### src/rtl/pal_pkg.sv
// types and codes shared by the positional array list modules
package pal_pkg;

  // operation codes carried in the action field
  localparam logic [1:0] ACT_READ   = 2'd0;
  localparam logic [1:0] ACT_WRITE  = 2'd1;
  localparam logic [1:0] ACT_INSERT = 2'd2;
  localparam logic [1:0] ACT_REMOVE = 2'd3;

  // request transaction
  typedef struct packed {
    logic        [1:0]  action;
    logic        [7:0]  position;
    logic signed [31:0] value;
  } in_item_t;

  // response transaction
  typedef struct packed {
    logic               ok;
    logic signed [31:0] read_value;
    logic        [6:0]  count;
    logic               is_empty;
    logic               is_full;
  } out_item_t;

  // commands from the controller to the datapath
  typedef struct packed {
    logic load_item;
    logic execute;
  } ctl_cmd_t;

endpackage

### src/rtl/pal_ctrl.sv
// controller: tracks the held request and the response register
module pal_ctrl (
  input  logic              clk,
  input  logic              rst,
  input  logic              in_valid,
  output logic              in_stall,
  output logic              out_valid,
  input  logic              out_stall,
  output pal_pkg::ctl_cmd_t cmd
);
  import pal_pkg::*;

  localparam logic ST_IDLE = 1'b0;
  localparam logic ST_HOLD = 1'b1;

  logic state;
  logic state_next;
  logic out_valid_next;
  logic execute;
  logic load_item;

  // execute the held request when the response register is free or draining
  assign execute   = (state == ST_HOLD) && (!out_valid || !out_stall);
  assign in_stall  = (state == ST_HOLD) && !execute;
  assign load_item = in_valid && !in_stall;

  assign cmd.load_item = load_item;
  assign cmd.execute   = execute;

  // next state
  always_comb begin
    state_next = state;
    case (state)
      ST_IDLE: begin
        if (load_item) state_next = ST_HOLD;
      end
      ST_HOLD: begin
        if (load_item) state_next = ST_HOLD;
        else if (execute) state_next = ST_IDLE;
      end
      default: state_next = ST_IDLE;
    endcase
  end

  // response valid flag
  always_comb begin
    if (execute) out_valid_next = 1'b1;
    else if (out_valid && !out_stall) out_valid_next = 1'b0;
    else out_valid_next = out_valid;
  end

  always_ff @(posedge clk) begin
    if (rst) begin
      state     <= ST_IDLE;
      out_valid <= 1'b0;
    end else begin
      state     <= state_next;
      out_valid <= out_valid_next;
    end
  end

  // an accepted request is held for execution
  a_load_holds: assert property (@(posedge clk) disable iff (rst)
    load_item |=> state == ST_HOLD)
    else $error("accepted request not held");

  // a held request waits until it executes
  a_hold_waits: assert property (@(posedge clk) disable iff (rst)
    (state == ST_HOLD) && !execute |=> state == ST_HOLD)
    else $error("held request dropped");

  // every execution produces a pending response
  a_exec_resp: assert property (@(posedge clk) disable iff (rst)
    execute |=> out_valid)
    else $error("execution without response");

endmodule

### config.mk
export PLATFORM = sky130hd
export DESIGN_NAME = pal_ctrl
export DESIGN_NICKNAME = d
export VERILOG_FILES = /design/src/rtl/pal_pkg.sv /design/src/rtl/pal_ctrl.sv
export SDC_FILE = /design/constraint.sdc
export NUM_CORES = 1
export LEC_CHECK = 0
export ABC_AREA = 1
export BUFFER_PORTS_ARGS = -buffer_cell sky130_fd_sc_hd__clkbuf_2
export CAP_MARGIN = 20
export CORE_AREA = 2 2 39 41
export CTS_CLUSTER_DIAMETER = 60
export DETAILED_ROUTE_END_ITERATION = 12
export DIE_AREA = 0 0 41 43
export PLACE_DENSITY = 0.32
export SYNTH_ARGS = -nofsm -noshare
export SYNTH_HDL_FRONTEND = slang
export SYNTH_SLANG_ARGS = --single-unit
### constraint.sdc
create_clock -name clk -period 1.5 [get_ports clk]
set_input_delay 0.15 -clock clk [delete_from_list [all_inputs] [get_ports clk]]
set_output_delay 0.15 -clock clk [all_outputs]
set_load 0.05 [all_outputs]
==> out/metrics.yaml <==
status: "complete, no violations"
antenna_found_initial: 0
async_reset_ff_frac: 0
end_kind: "output port"
port_buffers: 7
ys_top_cells_by_count: "inv_1 (4), a21oi_1 (2), buf_4 (2), dfxtp_1 (2), nand2_1 (2)"
crit_end: "in_stall"
cap_violations: 0
ant_nets: 0
synth_cell_types: 7
hold_viol_final: 0
crit_arrival_ps: 1040
fp.dieW_um: 41
slew_viol_final: 0
synth_cells: 14
cts_resized: 0
powerDensity_nw_per_um2: 1260
avgSynthCellArea_um2: 7.60
yosysSeqAreaShare: 0.376
synth_largest_area_cell: "dfxtp_1"
dp_hpwl_um: 225
finalWeightedCongestion: 0.473
synth_top_area_share: 0.376
holdWs_ps: 101
syn_nets: 18
peakVddDrop_uv: 99.7
path_clk_slew_ps: 30
dr.pass1.iters: 1
regToRegSetupSlack_ps: 830
num_antenna_cells: 0
p_leak_nw: 0.0951
yosysMostFrequentCell: "inv_1"
synth_ff_type: "dfxtp_1"
clockBufferDepth: 2
remaining_drc_errors: 0
die-area_um2: 1760
wl_um: 272
start_kind: "register"
period_share: 0.793
overflow: 0
cts_tree: "built"
crit_slowest_cell: "dfxtp_1"
start_util: 0.0769
vias_per_cell: 2.89
wire_per_inst_um: 7.16
clkSinkCount: 2
area_growth_pct: 58.8
drt_iter0_drc: 0
yosys_warnings: 0
cts_max_level: 1
dieHeight_um: 43
max_stage_delay_ps: 370
reg2reg_to: "state"
fmax_ghz: 0.841
cts-root-buf: "clkbuf_4"
setup_tns_ps: 0
cts_setup_buffers: 0
grt_pass1_wl_um: 393
vias: 110
grt_max_degree: 5
setup_viol: 0
timing.slew.headroom: 0.814
rsz0062_at_grt: "no"
r2r-start: "out_valid"
synth_area_um2: 106
io_pins: 8
finalCriticalPeriod_ps: 1190
worst-path-buf-inv: 2
insertion_delay_ps: 220
fin_skew_ps: 1.26
grt_pass1_vias: 120
hp-class: "in2reg"
rr_worst_depth: 2
path_cells: "nand3_2 > inv_1 > clkbuf_2"
rows: 14
path_class: "reg2out"
drive_above_1_share: 0.545
synth_edf_count: 0
core_um2: 1380
ys_ff_latch: 2
numCtsBuffers: 3
ys_top_cells_by_area: "dfxtp_1 (38%), buf_4 (14%), inv_1 (14%)"
startpoint: "out_valid"
path_depth: 3
required_ps: 1350
tightest_slew_ps: 281
critPathMaxFanout: 4
cts_hold_buf: 0
grtUsageTotal: 0.0450
crit_family: "flip-flops"
fin_nets: 28
sequential cells by signal, indices dropped and copies added (netlist names):
name       flops
out_valid      1
state          1
placed cells by master, fill, tap and decap left out:
cell type	instances
clkbuf_2	7
inv_1	4
nand2_1	2
a21oi_2	1
dfxtp_1	2
nand3_2	1
clkbuf_4	3
a21oi_1	2
area by class of cell:
| class | count | area [um^2] |
|---|---|---|
| multi-input combinational | 6 | 36.3 |
| clock buffer | 3 | 22.5 |
| fill | 165 | 1210 |
| tap | 16 | 20.0 |
| sequential | 2 | 40.0 |
| inverter | 4 | 15.0 |
| timing repair buffer | 7 | 35.0 |
metrics by stage:
stage | worst slack [ps] | cells | cell area [um^2] | util | power, mW
after floorplan | 184 | 14 | 106 | - | 0.0890
after global placement | 575 | 35 | 146 | 0.106 | 0.0950
after detailed placement | 536 | 35 | 146 | 0.106 | 0.0961
after CTS | 290 | 38 | 169 | 0.122 | 0.223
after global routing | 229 | 38 | 169 | 0.122 | 0.223
final | 311 | 38 | 169 | 0.122 | 0.212
metal layers:
layer,part of all wire,up-vias,GRT usage
met1,0.34,44,0.0223
met2,0.39,8,0.0469
li1,-,56,-
met4,0.015,0,0.0800
met5,0,-,0
met3,0.25,2,0.0576
kinds of logic after synthesis:
logic type / share of synthesized area
compound gates: 0.176
buf+inv: 0.282
flops: 0.376
simple gates: 0.165
worst register-to-register path, cell delays in order, from the launching register on:
cell and delay [ps]:
dfxtp_1 370, nand3_2 110, a21oi_2 120
how the worst min path moves through the flow:
stage               cells past startpoint  slack, ps  endpoint  start
floorplan                               1        210     state    rst
global placement                        2        330     state    rst
detailed placement                      2        330     state    rst
CTS                                     2         90     state    rst
global route                            2        100     state    rst
finish                                  2        100     state    rst
power by group:
| group | switching, mW | internal (mW) |
|---|---|---|
| Sequential | 0.00273 | 0.0568 |
| Combinational | 0.0263 | 0.00912 |
| Clock | 0.0291 | 0.0881 |
Note: power is estimated with default switching activity, not from simulation.
